`src/design/dpcm_prefix_code_encoder_assert.svh`:
```
// Assertion macros for the DPCM prefix-code encoder.
// All checks run on i_clk and are off while i_rst_n is low.
`ifndef DPCM_PREFIX_CODE_ENCODER_ASSERT_SVH
`define DPCM_PREFIX_CODE_ENCODER_ASSERT_SVH

// Same-cycle implication.
`define DPCM_ASSERT_NOW(lbl, cond, conseq) \
    lbl: assert property (@(posedge i_clk) disable iff (!i_rst_n) \
        (cond) |-> (conseq)) else $error("dpcm encoder assertion failed");

// Next-cycle implication.
`define DPCM_ASSERT_NEXT(lbl, cond, conseq) \
    lbl: assert property (@(posedge i_clk) disable iff (!i_rst_n) \
        (cond) |=> (conseq)) else $error("dpcm encoder assertion failed");

`endif

```
`src/design/dpcm_pce_pkg.sv`:
```
package dpcm_pce_pkg;

    localparam int NumClasses  = 4;
    localparam int MaxBytes    = 3;
    localparam int QueueDepth  = 2;
    localparam int QPtrW       = (QueueDepth > 1) ? $clog2(QueueDepth) : 1;
    localparam int QCntW       = $clog2(QueueDepth + 1);

    // Class table: exclusive upper bound, suffix length, offset, prefix, prefix length
    localparam logic [8:0] ClassUpper  [NumClasses] = '{9'd2, 9'd6, 9'd22, 9'd256};
    localparam logic [3:0] ClassSbits  [NumClasses] = '{4'd1, 4'd2, 4'd4, 4'd8};
    localparam logic [7:0] ClassOffset [NumClasses] = '{8'd0, 8'd2, 8'd6, 8'd22};
    localparam logic [2:0] ClassPrefix [NumClasses] = '{3'd0, 3'd2, 3'd6, 3'd7};
    localparam logic [1:0] ClassPlen   [NumClasses] = '{2'd1, 2'd2, 2'd3, 2'd3};

    typedef struct packed {
        logic [10:0] bits;  // right-aligned code word
        logic [3:0]  len;   // 2..11
    } t_code;

    // One queue entry: the bytes a single pixel produces
    typedef struct packed {
        logic [MaxBytes-1:0][7:0] data;
        logic [1:0]               last_idx;  // index of the final byte
        logic                     seed;      // byte 0 is the seed
        logic                     done;      // final byte closes the image
    } t_cmd;

    function automatic t_code encode(input logic [7:0] folded);
        t_code      res;
        logic [7:0] sfx;
        int         c;
        c = NumClasses - 1;
        for (int i = NumClasses - 1; i >= 0; i--) begin
            if ({1'b0, folded} < ClassUpper[i]) begin
                c = i;
            end
        end
        sfx = folded - ClassOffset[c];
        res.len = ClassSbits[c] + {2'b00, ClassPlen[c]};
        res.bits = ({8'd0, ClassPrefix[c]} << ClassSbits[c])
                 | ({3'd0, sfx} & ~(11'h7ff << ClassSbits[c]));
        return res;
    endfunction

endpackage

```
`src/design/dpcm_pce_front.sv`:
```
module dpcm_pce_front (
    input  logic                 i_clk,
    input  logic                 i_rst_n,
    input  logic                 i_accept,
    input  logic [7:0]           i_pixel,
    input  logic                 i_first,
    input  logic                 i_last,
    output logic                 o_push,
    output dpcm_pce_pkg::t_cmd   o_cmd
);

    logic [6:0] r_prev, n_prev;
    logic [6:0] r_pend, n_pend;
    logic [2:0] r_pcnt, n_pcnt;

    logic [6:0]         pix;
    logic [7:0]         diff, neg, folded;
    dpcm_pce_pkg::t_code code;
    logic [17:0]        acc, sh1, sh2;
    logic [4:0]         cnt;
    logic [2:0]         rem;
    logic [1:0]         nb;
    logic [7:0]         flush_byte;

    always_comb begin
        pix    = i_pixel[7:1];
        diff   = {1'b0, pix} - {1'b0, r_prev};
        neg    = 8'd0 - diff;
        folded = diff[7] ? ({neg[6:0], 1'b0} - 8'd1) : {diff[6:0], 1'b0};
        code   = dpcm_pce_pkg::encode(folded);
        acc    = ({11'd0, r_pend} << code.len) | {7'd0, code.bits};
        cnt    = {2'b00, r_pcnt} + {1'b0, code.len};
        sh1    = acc >> (cnt - 5'd8);
        sh2    = acc >> (cnt - 5'd16);
        rem    = '0;

        o_cmd  = '0;
        n_prev = pix;
        if (i_first) begin
            o_cmd.data[0] = {1'b0, pix};
            o_cmd.seed    = 1'b1;
            nb            = 2'd1;
            n_pend        = '0;
            n_pcnt        = '0;
        end else begin
            if (cnt >= 5'd16) begin
                o_cmd.data[0] = sh1[7:0];
                o_cmd.data[1] = sh2[7:0];
                nb            = 2'd2;
                rem           = 3'(cnt - 5'd16);
            end else if (cnt >= 5'd8) begin
                o_cmd.data[0] = sh1[7:0];
                nb            = 2'd1;
                rem           = 3'(cnt - 5'd8);
            end else begin
                nb            = 2'd0;
                rem           = cnt[2:0];
            end
            n_pend = acc[6:0] & ~(7'h7f << rem);
            n_pcnt = rem;
        end

        // flush: pending bits left-justified, zero padded
        flush_byte = {1'b0, n_pend} << (4'd8 - {1'b0, n_pcnt});
        if (i_last) begin
            o_cmd.data[nb] = flush_byte;
            o_cmd.done     = 1'b1;
            nb             = nb + 2'd1;
            n_pend         = '0;
            n_pcnt         = '0;
        end
        o_cmd.last_idx = nb - 2'd1;
        o_push = i_accept && (nb != 2'd0);
    end

    always_ff @(posedge i_clk) begin
        if (!i_rst_n) begin
            r_prev <= '0;
            r_pend <= '0;
            r_pcnt <= '0;
        end else if (i_accept) begin
            r_prev <= n_prev;
            r_pend <= n_pend;
            r_pcnt <= n_pcnt;
        end
    end

endmodule

```
`src/design/dpcm_pce_queue.sv`:
```
module dpcm_pce_queue (
    input  logic                 i_clk,
    input  logic                 i_rst_n,
    input  logic                 i_push,
    input  dpcm_pce_pkg::t_cmd   i_cmd,
    input  logic                 i_pop,
    output logic                 o_full,
    output logic                 o_empty,
    output dpcm_pce_pkg::t_cmd   o_head
);

    dpcm_pce_pkg::t_cmd r_mem [dpcm_pce_pkg::QueueDepth];
    logic [dpcm_pce_pkg::QPtrW-1:0] r_wptr, r_rptr;
    logic [dpcm_pce_pkg::QCntW-1:0] r_cnt;

    assign o_full  = (r_cnt == dpcm_pce_pkg::QCntW'(dpcm_pce_pkg::QueueDepth));
    assign o_empty = (r_cnt == '0);
    assign o_head  = r_mem[r_rptr];

    function automatic logic [dpcm_pce_pkg::QPtrW-1:0] bump(
        input logic [dpcm_pce_pkg::QPtrW-1:0] p);
        if (p == dpcm_pce_pkg::QPtrW'(dpcm_pce_pkg::QueueDepth - 1)) begin
            return '0;
        end
        return p + 1'b1;
    endfunction

    always_ff @(posedge i_clk) begin
        if (i_push) begin
            r_mem[r_wptr] <= i_cmd;
        end
    end

    always_ff @(posedge i_clk) begin
        if (!i_rst_n) begin
            r_wptr <= '0;
            r_rptr <= '0;
            r_cnt  <= '0;
        end else begin
            if (i_push) begin
                r_wptr <= bump(r_wptr);
            end
            if (i_pop) begin
                r_rptr <= bump(r_rptr);
            end
            if (i_push && !i_pop) begin
                r_cnt <= r_cnt + 1'b1;
            end else if (i_pop && !i_push) begin
                r_cnt <= r_cnt - 1'b1;
            end
        end
    end

endmodule

```
`src/design/dpcm_pce_back.sv`:
```
module dpcm_pce_back (
    input  logic                 i_clk,
    input  logic                 i_rst_n,
    input  logic                 i_empty,
    input  dpcm_pce_pkg::t_cmd   i_head,
    output logic                 o_pop,
    input  logic                 i_ready,
    output logic                 o_valid,
    output logic [7:0]           o_data,
    output logic                 o_seed,
    output logic                 o_done,
    output logic                 o_last
);

    logic [1:0] r_idx;
    logic       r_valid;
    logic [7:0] r_data;
    logic       r_seed, r_done, r_last;
    logic       load, at_last;

    assign load    = !r_valid || i_ready;
    assign at_last = (r_idx == i_head.last_idx);
    assign o_pop   = load && !i_empty && at_last;

    always_ff @(posedge i_clk) begin
        if (!i_rst_n) begin
            r_valid <= 1'b0;
            r_idx   <= '0;
        end else if (load) begin
            r_valid <= !i_empty;
            if (!i_empty) begin
                r_idx <= at_last ? 2'd0 : r_idx + 2'd1;
            end
        end
    end

    always_ff @(posedge i_clk) begin
        if (load && !i_empty) begin
            r_data <= i_head.data[r_idx];
            r_seed <= i_head.seed && (r_idx == 2'd0);
            r_done <= i_head.done && at_last;
            r_last <= at_last;
        end
    end

    assign o_valid = r_valid;
    assign o_data  = r_data;
    assign o_seed  = r_seed;
    assign o_done  = r_done;
    assign o_last  = r_last;

endmodule

```
`src/design/dpcm_prefix_code_encoder.sv`:
```
// DPCM gray-pixel encoder with a four-class prefix code. Each accepted pixel
// (upper seven bits used) yields zero to three output bytes: a seed byte for
// the first pixel of an image, whole bytes of the MSB-first code stream as
// they complete, and a zero-padded flush byte after the last pixel. The front
// end classifies and packs a pixel in the cycle it is accepted, so a new pixel
// is taken every cycle while the two-entry transaction queue has room. The
// back end sends one byte per cycle while the receiver is ready, from a
// registered output stage, so the sustained pixel rate is set by the output
// port and by how many bytes each pixel gives. The first byte of a pixel
// passes through its queue entry and then the output register. tlast on the
// output marks the last byte caused by one input transaction.
`include "dpcm_prefix_code_encoder_assert.svh"

module dpcm_prefix_code_encoder (
    input  logic       i_clk,
    input  logic       i_rst_n,
    // pixel input
    input  logic       s_axis_tvalid,
    output logic       s_axis_tready,
    input  logic [7:0] s_axis_tdata,   // [7:0] pixel_value
    input  logic       s_axis_tuser,   // [0] first_of_image
    input  logic       s_axis_tlast,   // last_of_image
    // byte output
    output logic       m_axis_tvalid,
    input  logic       m_axis_tready,
    output logic [7:0] m_axis_tdata,   // [7:0] out_byte
    output logic [1:0] m_axis_tuser,   // [0] is_seed, [1] image_done
    output logic       m_axis_tlast    // last_of_run
);

    logic               accept;
    logic               push, pop, full, empty;
    dpcm_pce_pkg::t_cmd cmd, head;
    logic               seed, done;

    assign s_axis_tready = !full;
    assign accept        = s_axis_tvalid && s_axis_tready;

    // front end: difference, zigzag fold, class lookup, bit packing
    dpcm_pce_front u_front (
        .i_clk    (i_clk),
        .i_rst_n  (i_rst_n),
        .i_accept (accept),
        .i_pixel  (s_axis_tdata),
        .i_first  (s_axis_tuser),
        .i_last   (s_axis_tlast),
        .o_push   (push),
        .o_cmd    (cmd)
    );

    // decouples packing from the output stall
    dpcm_pce_queue u_queue (
        .i_clk   (i_clk),
        .i_rst_n (i_rst_n),
        .i_push  (push),
        .i_cmd   (cmd),
        .i_pop   (pop),
        .o_full  (full),
        .o_empty (empty),
        .o_head  (head)
    );

    // back end: serializes the bytes of each queue entry
    dpcm_pce_back u_back (
        .i_clk   (i_clk),
        .i_rst_n (i_rst_n),
        .i_empty (empty),
        .i_head  (head),
        .o_pop   (pop),
        .i_ready (m_axis_tready),
        .o_valid (m_axis_tvalid),
        .o_data  (m_axis_tdata),
        .o_seed  (seed),
        .o_done  (done),
        .o_last  (m_axis_tlast)
    );

    assign m_axis_tuser = {done, seed};

    // a seed byte carries only seven pixel bits
    `DPCM_ASSERT_NOW(a_seed_msb, m_axis_tvalid && m_axis_tuser[0], !m_axis_tdata[7])
    // the flush byte closes its run and is never the seed
    `DPCM_ASSERT_NOW(a_done_last, m_axis_tvalid && m_axis_tuser[1],
                     m_axis_tlast && !m_axis_tuser[0])
    // bytes of one run leave back to back
    `DPCM_ASSERT_NEXT(a_run_gapless, m_axis_tvalid && m_axis_tready && !m_axis_tlast,
                      m_axis_tvalid)

endmodule

```
`config.mk`:
```
export PLATFORM = sky130hd
export DESIGN_NAME = dpcm_prefix_code_encoder
export DESIGN_NICKNAME = d
export VERILOG_FILES = /design/src/design/dpcm_pce_pkg.sv /design/src/design/dpcm_pce_front.sv /design/src/design/dpcm_pce_queue.sv /design/src/design/dpcm_pce_back.sv /design/src/design/dpcm_prefix_code_encoder.sv
export VERILOG_INCLUDE_DIRS = /design/src /design/src/design
export SDC_FILE = /design/constraint.sdc
export NUM_CORES = 1
export LEC_CHECK = 0
export BUFFER_PORTS_ARGS = -buffer_cell sky130_fd_sc_hd__buf_2
export CORE_ASPECT_RATIO = 0.8
export CORE_MARGIN = 4
export CORE_UTILIZATION = 35
export CTS_BUF_LIST = sky130_fd_sc_hd__clkbuf_4
export CTS_CLUSTER_SIZE = 40
export DETAILED_ROUTE_END_ITERATION = 16
export HOLD_SLACK_MARGIN = 0.15
export SLEW_MARGIN = 30
export SYNTH_ARGS = -nofsm -noshare
export SYNTH_HDL_FRONTEND = slang
export SYNTH_HIERARCHICAL = 1
export SYNTH_SLANG_ARGS = --single-unit
```
`constraint.sdc`:
```
create_clock -name i_clk -period 20.7 [get_ports i_clk]
set_input_delay 0 -clock i_clk [delete_from_list [all_inputs] [get_ports i_clk]]
set_output_delay 0 -clock i_clk [all_outputs]
set_load 0.02 [all_outputs]
```
## Word-level counts from Yosys, hierarchy flattened

Memory sizes are Yosys's and may differ from the RTL's. A register that Yosys moved wholly into a read port is not among the register bits.
Index checks and enable logic that the tools add are counted.

| storage, ports and cells | value |
|---|---|
| latch bits | 0 |
| word-level logic and storage cells | 132 |
| memories | 1 |
| output and inout port bits | 13 |
| ROM bits | 0 |
| register bits after elaboration | 35 |
| bits of input ports | 14 |
| memory bits (writable) | 56 |

Memories:

| memory | words | width | read ports | clocked after Yosys merged registers in | wr ports | RTL line | text |
|---|---|---|---|---|---|---|---|
| u_queue.r_mem | 2 | 28 | 1 | 1 | 1 | dpcm_pce_queue.sv:12 | `dpcm_pce_pkg::t_cmd r_mem [dpcm_pce_pkg::QueueDepth];` |

| cells by class | value |
|---|---|
| order comparisons | 9 |
| multiply operators | 0 |
| bitwise logic cells | 8 |
| div/mod/pow operators | 0 |
| muxes and demuxes | 57 |
| reductions and logical operators | 20 |
| $add $sub $neg | 16 |
| shift-type cells | 7 |
| equality and inequality tests | 2 |

Operator list:

| cell | count |
|---|---|
| $mux W8 | 10 |
| $shr A18 B5 Y8 | 2 |
| $bmux W8 S2 | 2 |
| $ge A32 B3 Y1 const B | 1 |
| $not A2 Y32 | 1 |
| $bwmux W24 | 1 |
| $mux W24 | 1 |
| $mux W3 | 7 |
| $mux W2 | 10 |
| $mux W1 | 18 |
| $or A18 B11 Y18 | 1 |
| $shl A7 B4 Y18 | 1 |
| $demux W8 S2 | 1 |
| $mux W7 | 2 |
| $and A8 B11 Y11 | 1 |
| $not A11 Y11 | 1 |
| $or A11 B11 Y11 | 1 |
| $shl A11 B4 Y11 const A | 1 |
| $shl A3 B4 Y11 | 1 |
| $logic_and A1 B1 Y1 | 9 |
| $bmux W4 S2 | 1 |
| $lt A8 B2 Y1 const B | 1 |
| $lt A8 B3 Y1 const B | 1 |
| $lt A8 B5 Y1 const B | 1 |
| 31 further kinds | 43 |

## Depth between registers and ports, before layout

Gate-level depths: netlist of the first run.

| depth | value |
|---|---|
| depth in word-level cells | 26 |
| mapped depth | 35 |
| depth with buffers taken out | 33 |

## By module

The synthesis of the first run kept the hierarchy.

Modules (own cells, without submodules):

| module | cells an instance | area an instance (um^2) | seq. area each (um^2) | instances |
|---|---|---|---|---|
| dpcm_pce_front | 637 | 4439.3 | 340.3 | 1 |
| dpcm_pce_queue | 109 | 2243.4 | 1781.7 | 1 |
| dpcm_pce_back | 63 | 709.4 | 390.4 | 1 |
| dpcm_prefix_code_encoder | 4 | 25.0 | 0.0 | 1 |

## Worst setup path after synthesis of the first run

No wires, ideal clock.

| timing path | value |
|---|---|
| path kind | register -> register |
| start point | register u_front.r_prev[0] |
| end point | memory u_queue/r_mem[0][0] (netlist name), enable pin |
| slack | 12.176 ns |
| stages on the path, launching flop included | 31 |
| arrival | 8.107 ns |
| data required time | 20.282 ns |
| path buffers | 3 |
| clock period less this slack | 8.524 ns |
| library setup time | 0.418 ns |
| path through | dfxtp_1 > ha_1 > fa_1 > nand2b_1 > a21oi_2 > xor2_1 > nand4_1 > and4_1 > or3_1 > buf_2 > or3_1 > a21oi_1 > nand2_1 > ha_1 > clkbuf_1 > inv_1 > ha_1 > a21o_1 > a21oi_1 > xnor2_1 > inv_1 > clkbuf_1 > ha_1 > o21ai_0 > a21oi_1 > inv_1 > ha_1 > mux2_2 > ha_1 > nor2b_1 > nor2b_1 |

| on the way | value |
|---|---|
| longest elaborated chain between the ends | 24 |

Ends and longest elaborated chain:

| element | RTL line | text |
|---|---|---|
| start: declaration | dpcm_pce_front.sv:12 | `logic [6:0] r_prev, n_prev;` |
| start signal: assignment | dpcm_pce_front.sv:82 | `r_prev <= n_prev;` |
| $sub A7 B7 Y8 * | dpcm_pce_front.sv:27 | `diff = {1'b0, pix} - {1'b0, r_prev};` |
| $sub A1 B7 Y7 | dpcm_pce_front.sv:28 | `neg = 8'd0 - diff;` |
| $sub A8 B1 Y8 | dpcm_pce_front.sv:29 | `folded = diff[7] ? ({neg[6:0], 1'b0} - 8'd1) : {diff[6:0], 1'b0};` |
| $mux W8 * | dpcm_pce_front.sv:29 |  |
| $lt A8 B5 Y1 | dpcm_pce_pkg.sv:35 | `if ({1'b0, folded} < ClassUpper[i]) begin` |
| $mux W1 | dpcm_pce_pkg.sv:35 |  |
| $mux W2 | dpcm_pce_pkg.sv:35 |  |
| $mux W2 * | dpcm_pce_pkg.sv:35 |  |
| [... 9 more ...] | n/a |  |
| $mux W2 * | dpcm_pce_front.sv:39 | `if (i_first) begin` |
| $add A2 B1 Y2 | dpcm_pce_front.sv:68 | `nb = nb + 2'd1;` |
| $mux W2 * | dpcm_pce_front.sv:65 | `if (i_last) begin` |
| $reduce_bool A2 Y1 * | dpcm_pce_front.sv:73 | `o_push = i_accept && (nb != 2'd0);` |
| $logic_and A1 B1 Y1 * | dpcm_pce_front.sv:73 |  |
| net push | dpcm_prefix_code_encoder.sv:32 | `logic push, pop, full, empty;` |
| $mux W1 * | dpcm_pce_queue.sv:29 | `if (i_push) begin` |
| $mux W1 (not written as such) * | dpcm_pce_queue.sv:30 | `r_mem[r_wptr] <= i_cmd;` |
| end: declaration | dpcm_pce_queue.sv:12 |  |

Mark *: on every way through the listed nets, which the timed path passes. The rest lies on a longest branch. The select of a mux whose other input is x is not followed.

## Final worst setup path of the first run

| timing path | value |
|---|---|
| start point | register u_front.r_prev[0] |
| end point | memory u_queue/r_mem[0][26] (netlist name), enable pin |

Same word-level chain as after synthesis.

==> results of run 1 <==
==> where the power goes <==
part | internal (uW) | leakage [uW] | switching (uW)
combinational | 257 | 0.00202 | 435
sequential | 261 | 0.000840 | 18.9
clock | 51.3 | 0.0000906 | 66.0
==> per-stage QoR <==
step	setup WS [ns]	util, %	instance area [um2]
finish	11.71	39.01	8098
CTS	11.81	39.01	8098
global placement	11.91	37.24	7730
floorplan	12.18	-	7417
detailed placement	11.88	37.25	7732
global route	11.02	39.01	8098
==> cells in the final DEF, fill, tap and decap left out, types with 7 or more instances in the layout <==
cell	n
a21o_1	8
nand3_1	20
o21a_1	7
nor4_1	9
o22ai_1	8
a21oi_1	41
nor3_1	26
nand2_1	68
a211oi_1	13
and2_1	19
o21ai_0	37
edfxtp_1	67
o21ai_1	9
dfxtp_1	25
o32ai_1	9
xnor2_1	17
mux2i_1	31
dlygate4sd3_1	19
nor2b_1	17
o221ai_1	8
or3_1	7
buf_2	25
and3_1	8
buf_4	11
nand2b_1	11
clkbuf_4	9
inv_1	42
mux2_2	37
nor2_1	55
ha_1	30
xor2_1	8
==> per-layer routing <==
metal / GRT usage (%) / wire, um / share of wire, %
met1: 26.82 / 9894 / 49
met4: 2.227 / 204 / 1.0
met5: 0 / 0 / 0
met2: 24.21 / 8456 / 41
met3: 2.911 / 1825 / 9.0
==> sequential cells by signal (all words and copies together) (netlist names), 2 cells and up, named ones only <==
signal          flops
u_queue/r_mem      56
u_back/o_data       8
u_front/r_pend      7
u_front/r_prev      7
u_front/r_pcnt      3
u_back/r_idx        2
u_queue/r_cnt       2
==> how the worst min path moves through the flow <==
| stage | start | end | slack (ns) | cells after the start |
|---|---|---|---|---|
| floorplan | i_rst_n | u_queue/r_wptr$_SDFFE_PN0P_ | 0.12 | 1 |
| global placement | s_axis_tdata[4] | u_front/r_prev[3]$_SDFFE_PN0P_ | 0.32 | 3 |
| detailed placement | s_axis_tdata[4] | u_front/r_prev[3]$_SDFFE_PN0P_ | 0.34 | 3 |
| CTS | s_axis_tvalid | u_front/r_pend[4]$_SDFFE_PN0P_ | 0.22 | 4 |
| global route | s_axis_tvalid | u_front/r_pend[4]$_SDFFE_PN0P_ | 0.24 | 4 |
| finish | s_axis_tvalid | u_front/r_pend[0]$_SDFFE_PN0P_ | 0.24 | 4 |
==> logic make-up after synthesis <==
| group | after synthesis |
|---|---|
| buffers and inverters | 96 |
| AND/OR/NAND/NOR | 263 |
| adder cells (fa/ha/maj) | 34 |
| multiplexers | 69 |
| XOR/XNOR | 29 |
| flip-flops | 92 |
| AO/OA/AOI/OAI | 230 |
==> worst max-delay path, delay by kind of cell, from the launching register on <==
kind	cells	cell delay, ns
AOI/OAI and AO/OA	6	1.66
DFF	1	0.35
adders and majority gates	8	3.03
muxes	1	0.27
and+or+nand+nor	5	1.15
buffers and inverters	6	1.75
xor gates and xnor gates	2	0.40
==> layout make-up <==
cell class              instances  area share (%)
clock buffers                   9          0.8344
repair buffers                 55           4.913
inverters                      46           2.132
clock inverters                 7           1.329
multi-input cells             625           55.61
flip-flops and latches         92           31.03
well taps                     269           4.156
==> results.tsv, run 1 <==
stage	metric	value	unit
sta	period utilization	43.41	%
grt	GRT Overall Usage	16.82	%
layout	# diodes	0	
layout	layout cell share with drive strength beyond 1	15.35	%
die	Die X	170.8	um
synthesis	Post-Syn Nets	860	
synthesis	post-synthesis cell count	813	
synthesis	Synth Area in Compound Gates	22.82	%
die	core footprint	20760	um2
clocking	TritonCTS clock tree	done	
grt	initial antenna violation count	0	
sta	Hold Slack	0.2419	ns
die	num rows	47	
job	maxcap violations	0	
power_and_ir_drop	power per cell area	134.5	nW/um2
die	height of the die	138.2	um
clocking	post-CTS sizing	0	
synthesis	Synth area leaders	edfxtp_1 27%, dfxtp_1 6.7%, mux2_2 5.6%	
place	post-DP HPWL	15120	um
synthesis	Post-Syn Area	7417	um2
synthesis	Ys Warns	6	
synthesis	Cell variety after synth	89	
synthesis	xor/xnor share of the synthesized area	3.711	%
sta	worst slew pin tran	0.9578	ns
clocking	htree depth	3	
synthesis	EDFF count, synth	67	
drt	drt initial violations	810	
clocking	Clock Latency Late Sink	0.45	ns
critical_path	worst r2r dst	u_queue/r_mem[0][26]$_DFFE_PP_	
critical_path	crit path max-delay cell type	fa_1	
synthesis	adder-cell share of the synthesized area	6.005	%
die	Top Ports	27	
clocking	clock-pin slew on the worst setup and hold paths	0.15	ns
critical_path	Setup crit end	u_queue/r_mem[0][26]$_DFFE_PP_	
synthesis	Yosys top cell by area	edfxtp_1	
clocking	CTS Sinks	92	
synthesis	FFs w/ async S/R, synth	0	%
sta	Final min period	8.986	ns
sta	Slew Limit Fails	0	
sta	skew final	0.01685	ns
sta	final hold vios	0	
drt	DRC Markers	0	
clocking	CTS Root Buffer Type	clkbuf_4	
layout	fill count	2068	
grt	vias in the first global route	5742	
drt	DRT Pass-1 Iters	6	
power_and_ir_drop	Total Power	1090	uW
sta	# setup viols final	0	
die	Starting Density	35.73	%
hold_path	Hold Crit Class	primary input to register	
sta	Max Freq	0.1113	GHz
clocking	clock tree buffer depth	2	
critical_path	most used cell, CP	ha_1	
power_and_ir_drop	Worst VDD drop	0.07845	mV
critical_path	Critical Path Start Type	register	
die	die area	23600	um2
synthesis	register bit count reported by yosys	92	
synthesis	top cell type's share of synthesized area	27.13	%
synthesis	count leader, synth	nand2_1	
power_and_ir_drop	leakage	0.002955	uW
critical_path	CP endpoint kind	register	
grt	largest net degree at the start of global routing	30	
critical_path	slowest stage delay, CP	0.71	ns
sta	Max-slew headroom	35.86	%
grt	grt total ovfl	0	
synthesis	Main synth FF type	edfxtp_1	
clocking	Post-CTS Hold Buffers	19	
layout	Layout area overhead	9.177	%
synthesis	largest family of logic cells by synthesized area	compound AO/OA/AOI/OAI gates	
clocking	post-CTS setup buffers	0	
critical_path	worst-path fanout max	29	
clocking	total CTS buffers	9	
drt	final WL	20380	um
place	Placer Congestion	0.9250	
critical_path	R2R Path Start	u_front/r_prev[0]$_SDFFE_PN0P_	
drt	DR vias/cell	5.808	
outcome	status	finished clean	
critical_path	Worst Path Required	20.82	ns
sta	RSZ-0062 raised after global routing	false	
layout	Seq. cell area	2512	um2
critical_path	Worst Reg-to-Reg Cells	28	
drt	DR vias	6406	
synthesis	Avg Inst Size Synth	9.123	um2
critical_path	Worst setup startpoint	u_front/r_prev[0]$_SDFFE_PN0P_	
synthesis	post-synthesis mux area share	10.10	%
critical_path	critical setup path kind	register to register	
grt	global-route wire length before repair	32080	um
synthesis	Simple-Gate Fraction of Synth Area	17.76	%
drt	DRT antenna net count	0	
synthesis	top post-synthesis cells by count	68 x nand2_1, 67 x edfxtp_1, 56 x nor2_1	
place	Placed Instances	1068	
synthesis	Seq/Total Area, Yosys	33.87	%
drt	Routed wire per std cell	18.48	um
sta	TNS Setup	0	ns
layout	non-filler instance count after layout	1103	
critical_path	Critical Path AT	9.10	ns
critical_path	reg2reg setup slack	11.71	ns
layout	area of the multi-input gates	4503	um2
place	port bufs	25	
layout	fin nets	876	
No activity file was read; power rests on OpenSTA's default activity.
==> inputs of run 2 (changes only) <==
- clock period: 20.7 -> 7.69 ns (I/O delays scaled with it)
==> run 2 against run 1 <==
  * Worst hold slack improved by 0.19 ns
  * Final area is 2.8% higher
  * Combinational power grew to 2.8 times the previous value
  * Critical path type unchanged
  * Sequential power rose to 2.7 times the previous value
  * Non-clock buffer count up 22
  * Wire length is 3.0% higher
  * Critical path depth unchanged
  * Via count rose by 2.0%
==> results.tsv, run 2 (synthesis gave the netlist of run 1 again) <==
stage	metric	value	unit	change
outcome	status	finished clean		
clocking	total CTS buffers	9		unchanged
layout	max reg flops	56		unchanged
hold_path	Endpoint, Worst Hold	u_queue/r_mem[1][0]$_DFFE_PP_		
die	Top Ports	27		unchanged
clocking	CTS Root Buffer Type	clkbuf_4		
clocking	clock tree buffer depth	2		unchanged
grt	global-route wire length before repair	33510	um	+4.5%
drt	DR vias/cell	5.801		-0.12%
critical_path	CP endpoint kind	register		
grt	initial antenna violation count	1		+1
sta	period utilization	93.96	%	+51 points
critical_path	slowest stage delay, CP	0.69	ns	-0.02 ns
hold_path	Hold Crit Class	primary input to register		
die	height of the die	138.2	um	unchanged
critical_path	reg2reg setup slack	0.46	ns	-11.25 ns
drt	final WL	20990	um	+3.0%
critical_path	Worst Reg-to-Reg Cells	28		unchanged
layout	most frequent cells in the layout	68 x nand2_1, 67 x edfxtp_1, 55 x nor2_1, 42 x inv_1, 40 x a21oi_1		
die	die area	23600	um2	unchanged
sta	final hold vios	0		unchanged
sta	# setup viols final	0		unchanged
layout	register name with the most flops	u_queue/r_mem		
grt	GRT Overall Usage	17.49	%	+0.67 points
layout	most common cell after layout, fill and taps aside	nand2_1		
power_and_ir_drop	Worst VDD drop	0.2016	mV	+160%
die	Die X	170.8	um	unchanged
place	post-DP HPWL	15660	um	+3.5%
die	Starting Density	35.73	%	unchanged
layout	non-filler instance count after layout	1126		+2.1%
job	maxcap violations	0		unchanged
critical_path	critical setup path kind	register to register		
layout	layout cell share with drive strength beyond 1	17.64	%	+2.3 points
die	core footprint	20760	um2	unchanged
drt	DR vias	6532		+2.0%
drt	metal3 WL	2007	um	+10%
power_and_ir_drop	leakage	0.003085	uW	+4.4%
drt	Routed wire per std cell	18.64	um	+0.89%
clocking	CTS Sinks	92		unchanged
critical_path	Critical Path Start Type	register		
power_and_ir_drop	Total Power	3041	uW	+180%
critical_path	R2R Path Start	u_front/r_prev[0]$_SDFFE_PN0P_		
drt	DRT antenna net count	0		unchanged
sta	TNS Setup	0	ns	unchanged
critical_path	worst-path fanout max	17		-41%
sta	Max-slew headroom	42.49	%	+6.6 points
sta	Max Freq	0.1384	GHz	+24%
drt	met2 wire length	8631	um	+2.1%
drt	drt initial violations	976		+20%
clocking	Clock Latency Late Sink	0.45	ns	about the same
drt	DRT met1 WL	10200	um	+3.1%
critical_path	Critical Path AT	7.38	ns	-1.72 ns
sta	setup slack after layout	0.4643	ns	-11.25 ns
hold_path	Hold Startpoint	s_axis_tlast		
place	pre-CTS WS	0.5141	ns	-11.36 ns
layout	fin nets	898		+2.5%
clocking	TritonCTS clock tree	done		
power_and_ir_drop	power per cell area	365.2	nW/um2	+170%
grt	vias in the first global route	6051		+5.4%
sta	worst slew pin tran	0.8536	ns	-0.1042 ns
drt	DRT Pass-1 Iters	6		unchanged
layout	Layout area overhead	12.28	%	
critical_path	crit path max-delay cell type	nor3_2		
critical_path	Worst setup startpoint	u_front/r_prev[0]$_SDFFE_PN0P_		
place	port bufs	25		unchanged
sta	Slew Limit Fails	0		unchanged
place	Placed Instances	1089		+2.0%
sta	skew final	0.01766	ns	+0.0008110 ns
place	Placer Congestion	0.9945		+7.5%
drt	DRC Markers	0		unchanged
die	num rows	47		unchanged
sta	RSZ-0062 raised after global routing	false		
hold_path	Worst Hold Path Cells	2		-2
sta	Final min period	7.226	ns	-1.760 ns
clocking	htree depth	3		unchanged
clocking	clock-pin slew on the worst setup and hold paths	0.15	ns	about the same
critical_path	worst r2r dst	u_queue/r_mem[1][9]$_DFFE_PP_		
grt	grt total ovfl	0		unchanged
critical_path	Worst Path Required	7.85	ns	-12.97 ns
grt	largest net degree at the start of global routing	30		unchanged
drt	highest routed layer	met4		
-- run 2: per-stage QoR --
stage / cell area (um2) / hold WS [ns] / util, %
2_1_floorplan: 7433 / 0.1175 / -
3_3_place_gp: 7926 / 0.3198 / 38.18
3_5_place_dp: 7929 / 0.3285 / 38.20
4_1_cts: 8307 / 0.2460 / 40.02
5_1_grt: 8328 / 0.4302 / 40.12
6_report: 8328 / 0.4317 / 40.12
-- run 2: worst max-delay path by stage --
stage	to	depth (start not counted)
after CTS	u_queue/r_cnt[1]$_SDFFE_PN0P_	29
after floorplan	u_queue/r_mem[0][0]$_DFFE_PP_	30
final	u_queue/r_mem[1][9]$_DFFE_PP_	28
after detailed placement	u_queue/r_cnt[1]$_SDFFE_PN0P_	29
after global placement	u_queue/r_cnt[1]$_SDFFE_PN0P_	29
after global routing	u_queue/r_cnt[1]$_SDFFE_PN0P_	29
-- run 2: final cells by class --
class | instances | area [um2]
Antenna cell | 1 | 2.502
Sequential cell | 92 | 2512
Timing Repair Buffer | 77 | 590.6
Multi-Input combinational cell | 625 | 4526
Inverter | 46 | 172.7
Fill cell | 2058 | 12430
Clock inverter | 7 | 120.1
Tap cell | 269 | 336.6
Clock buffer | 9 | 67.56
-- run 2: timing repair --
action,in CTS,in global routing
endpoints found under the setup margin,0,1
endpoints found under the hold margin,35,2
gates resized for setup,0,1
hold buffers,19,1
buffers inserted,0,0
-- run 2: power by group --
group,switching [uW],internal [uW]
logic,1200,750
clock network,175,167
registers,50.5,703
total,1420,1620
-- run 2: per-layer routing --
| metal | up-vias | track usage, % |
|---|---|---|
| li1 | 3123 | - |
| met1 | 3131 | 27.73 |
| met2 | 263 | 24.46 |
| met3 | 15 | 4.024 |
| met4 | 0 | 2.689 |
| met5 | - | 0 |
-- run 2: critical path, delay by kind of cell, from the launching register on --
kind                       cells  cell delay (ns)
and+or+nand+nor                6             1.75
buffers and inverters          4             0.58
xor gates and xnor gates       2             0.40
adders and majority gates      6             1.91
DFF                            1             0.35
AOI/OAI and AO/OA             10             1.94
==> inputs of run 3 (changes only) <==
- SYNTH_HIERARCHICAL: 1 -> default
==> run 3 against run 2 <==
  * Sequential power shrank 2%
  * Area after synthesis down 2.0%
  * First-iteration DRC count down 26%
  * Non-clock buffer count decreased by 2
  * Clock power rose by 1%
  * Count of clock-buffer cells in the layout increased by 1
  * Combinational power shrank 16%
  * Via count fell by 1.7%
  * Highest routed layer unchanged
==> results.tsv, run 3 <==
stage	metric	value	unit	change
outcome	status	finished clean		
synthesis	count leader, synth	nand2_1		
power_and_ir_drop	Seq pwr share	27.0	%	+2.2 points
synthesis	register bit count reported by yosys	92		unchanged
sta	skew final	0.02337	ns	+0.005706 ns
critical_path	Critical Path Start Type	register		
clocking	TritonCTS clock tree	done		
clocking	clock tree buffer depth	2		unchanged
power_and_ir_drop	Power Internal	1494	uW	-7.8%
synthesis	Simple-Gate Fraction of Synth Area	20.05	%	+2.3 points
drt	drt initial violations	721		-26%
grt	global-route wire length before repair	32230	um	-3.8%
critical_path	crit path max-delay cell type	fa_2		
die	Top Ports	27		unchanged
place	post-DP HPWL	14980	um	-4.3%
clocking	CTS Root Buffer Type	clkbuf_4		
synthesis	Synth area leaders	edfxtp_1 28%, dfxtp_1 6.9%, ha_1 5.3%		
grt	GRT Overall Usage	17.38	%	-0.11 points
clocking	htree depth	3		unchanged
critical_path	slowest stage delay, CP	0.67	ns	-0.02 ns
synthesis	Ys Warns	0		-6
critical_path	crit path buf inv count	2		-2
clocking	post-CTS setup buffers	0		unchanged
sta	RSZ-0062 raised after global routing	false		
synthesis	xor/xnor share of the synthesized area	3.184	%	-0.53 points
layout	fill count	2016		-2.0%
synthesis	Synth Area in Compound Gates	20.48	%	-2.3 points
layout	register name with the most flops	u_queue.r_mem		
power_and_ir_drop	power per cell area	333.0	nW/um2	-8.8%
synthesis	FFs w/ async S/R, synth	0	%	unchanged
critical_path	CP endpoint kind	register		
power_and_ir_drop	Clk network pwr share	12.7	%	+1.5 points
layout	most common cell after layout, fill and taps aside	nand2_1		
sta	Max-slew headroom	45.22	%	+2.7 points
critical_path	Critical Path AT	7.50	ns	+0.12 ns
die	die area	23160	um2	-1.9%
die	num rows	46		-2.1%
drt	Routed wire per std cell	18.36	um	-1.5%
synthesis	Avg Inst Size Synth	9.203	um2	+0.88%
drt	DRT antenna net count	0		unchanged
synthesis	Main synth FF type	edfxtp_1		
grt	largest net degree at the start of global routing	40		+33%
clocking	CTS Sinks	92		unchanged
place	Placer Congestion	0.9345		-6.0%
clocking	total CTS buffers	9		unchanged
synthesis	Seq/Total Area, Yosys	34.56	%	+0.68 points
critical_path	most used cell, CP	ha_1		
power_and_ir_drop	Switching Power	1231	uW	-13%
layout	Layout area overhead	12.55	%	
clocking	Clock Latency Late Sink	0.46	ns	about the same
grt	grt total ovfl	0		unchanged
synthesis	Yosys top cell by area	edfxtp_1		
drt	final WL	20180	um	-3.9%
synthesis	Post-Syn Area	7271	um2	-2.0%
die	Die X	169.1	um	-0.95%
job	maxcap violations	0		unchanged
layout	layout cell share with drive strength beyond 1	14.63	%	-3.0 points
power_and_ir_drop	Sw Ratio	45.17	%	-1.6 points
layout	fin nets	877		-2.3%
synthesis	largest family of logic cells by synthesized area	compound AO/OA/AOI/OAI gates		
die	core footprint	20140	um2	-3.0%
critical_path	worst-path fanout max	8		-9
sta	TNS Setup	0	ns	unchanged
layout	most frequent cells in the layout	87 x nand2_1, 67 x edfxtp_1, 51 x nor2_1, 34 x o21ai_0, 34 x mux2i_1		
critical_path	Worst Path Required	7.93	ns	+0.08 ns
drt	DRT Pass-1 Iters	7		+1
grt	vias in the first global route	5724		-5.4%
sta	Max Freq	0.1377	GHz	-0.49%
synthesis	EDFF count, synth	67		unchanged
power_and_ir_drop	leakage	0.002943	uW	-4.6%
sta	Final min period	7.261	ns	+0.03578 ns
drt	DRC Markers	0		unchanged
sta	final hold vios	0		unchanged
hold_path	Hold Crit Class	primary input to register		
sta	Slew Limit Fails	0		unchanged
synthesis	post-synthesis mux area share	10.76	%	+0.65 points
drt	DR vias/cell	5.842		+0.70%
synthesis	post-synthesis cell count	790		-2.8%
grt	initial antenna violation count	1		unchanged
sta	# setup viols final	0		unchanged
synthesis	adder-cell share of the synthesized area	6.161	%	+0.16 points
synthesis	top post-synthesis cells by count	87 x nand2_1, 67 x edfxtp_1, 51 x nor2_1		
drt	DR vias	6420		-1.7%
synthesis	Post-Syn Nets	838		-2.6%
power_and_ir_drop	Worst VDD drop	0.2198	mV	+9.0%
die	height of the die	136.9	um	-0.93%
synthesis	Cell variety after synth	91		+2.2%
die	Starting Density	36.09	%	+0.36 points
power_and_ir_drop	Total Power	2725	uW	-10%
layout	max reg flops	56		unchanged
critical_path	delay-heaviest family, CP	simple AND/OR/NAND/NOR gates		
critical_path	critical setup path kind	register to register		
sta	worst slew pin tran	0.8155	ns	-0.03809 ns
place	port bufs	25		unchanged
sta	period utilization	94.43	%	+0.47 points
power_and_ir_drop	combinational share of power	60.3	%	-3.7 points
synthesis	top cell type's share of synthesized area	27.67	%	+0.55 points
clocking	clock-pin slew on the worst setup and hold paths	0.16	ns	about the same
run 3: cell count changes in the layout (fill, tap and decap cells not counted), moves of 6 or more:
| cell | delta |
|---|---|
| nand3_1 | +6 |
| o211ai_1 | +13 |
| a32oi_1 | +6 |
| a21boi_0 | +6 |
| buf_4 | -7 |
| nor4_1 | -6 |
| nand2_1 | +19 |
| inv_1 | -10 |
| a211oi_1 | -10 |
| dlygate4sd3_1 | +7 |
| nand4_1 | +6 |
| a21oi_1 | -13 |
| mux2_2 | -24 |
| mux4_2 | +11 |
run 3: final cells by class:
type                       count  area (um2)  share of cell area, %
multi-input combinational    616        4444                  54.31
sequential                    92        2512                  30.70
antenna                        1       2.502                0.03058
clock inverter                 6       118.9                  1.453
timing repair buffer          75       568.0                  6.942
tap                          264       330.3                  4.037
clock buffer                  10       75.07                 0.9174
inverter                      35       131.4                  1.606
run 3: worst paths after layout:
path / start / to / slack [ns] / depth (start not counted)
setup / recovery: u_front.r_prev[0]$_SDFFE_PN0P_ / u_queue.r_mem[1][15]$_DFFE_PP_ / 0.43 / 29
hold / removal: s_axis_tlast / u_queue.r_mem[1][0]$_DFFE_PP_ / 0.50 / 2
setup reg to reg: u_front.r_prev[0]$_SDFFE_PN0P_ / u_queue.r_mem[1][15]$_DFFE_PP_ / 0.43 / 29
hold reg to reg: u_front.r_pend[6]$_SDFFE_PN0P_ / u_front.r_pend[6]$_SDFFE_PN0P_ / 0.51 / 2
run 3: power by group through the flow:
stage	sequential [uW]	clock [uW]	combinational, uW
floorplan	769	0	1150
global placement	748	0	1580
global route	746	373	1790
detailed placement	749	0	1580
finish	736	346	1640
CTS	737	355	1610
run 3: metal layers:
layer / track usage [%] / wire [um] / share of wire (%)
met2: 25.07 / 8534 / 42
met5: 0 / 0 / 0
met3: 3.032 / 1314 / 6.5
met1: 27.34 / 10120 / 50
met4: 2.950 / 206 / 1.0
run 3: stage by stage:
step	utilization [%]	instance area, um2	std cells	worst slack [ns]	hold WS, ns
floorplan	-	7282	790	0.09040	0.09887
global placement	38.22	7699	1055	0.5411	0.3002
detailed placement	38.22	7699	1055	0.4307	0.3089
CTS	40.52	8163	1098	0.3675	0.4541
global route	40.62	8183	1099	0.05066	0.4726
finish	40.62	8183	1099	0.4286	0.4961
run 3: what timing repair did:
action	in CTS	in global routing
gates resized for setup	0	4
endpoints found under the hold margin	43	0
hold buffers	27	0
endpoints found under the setup margin	0	70
run 3: logic make-up after synthesis:
kind of cell | after synthesis
buffers and inverters | 82
AOI/OAI and AO/OA | 207
adders and majority gates | 34
muxes | 61
xor gates and xnor gates | 24
DFF | 92
and+or+nand+nor | 290
run 3: worst reg2reg max path, delay by kind of cell (launching register included):
family / cells / cell delay, ns
xor gates and xnor gates: 3 / 0.45
and+or+nand+nor: 7 / 2.20
adders and majority gates: 7 / 2.15
DFF: 1 / 0.35
AOI/OAI and AO/OA: 10 / 1.60
buffers and inverters: 2 / 0.30
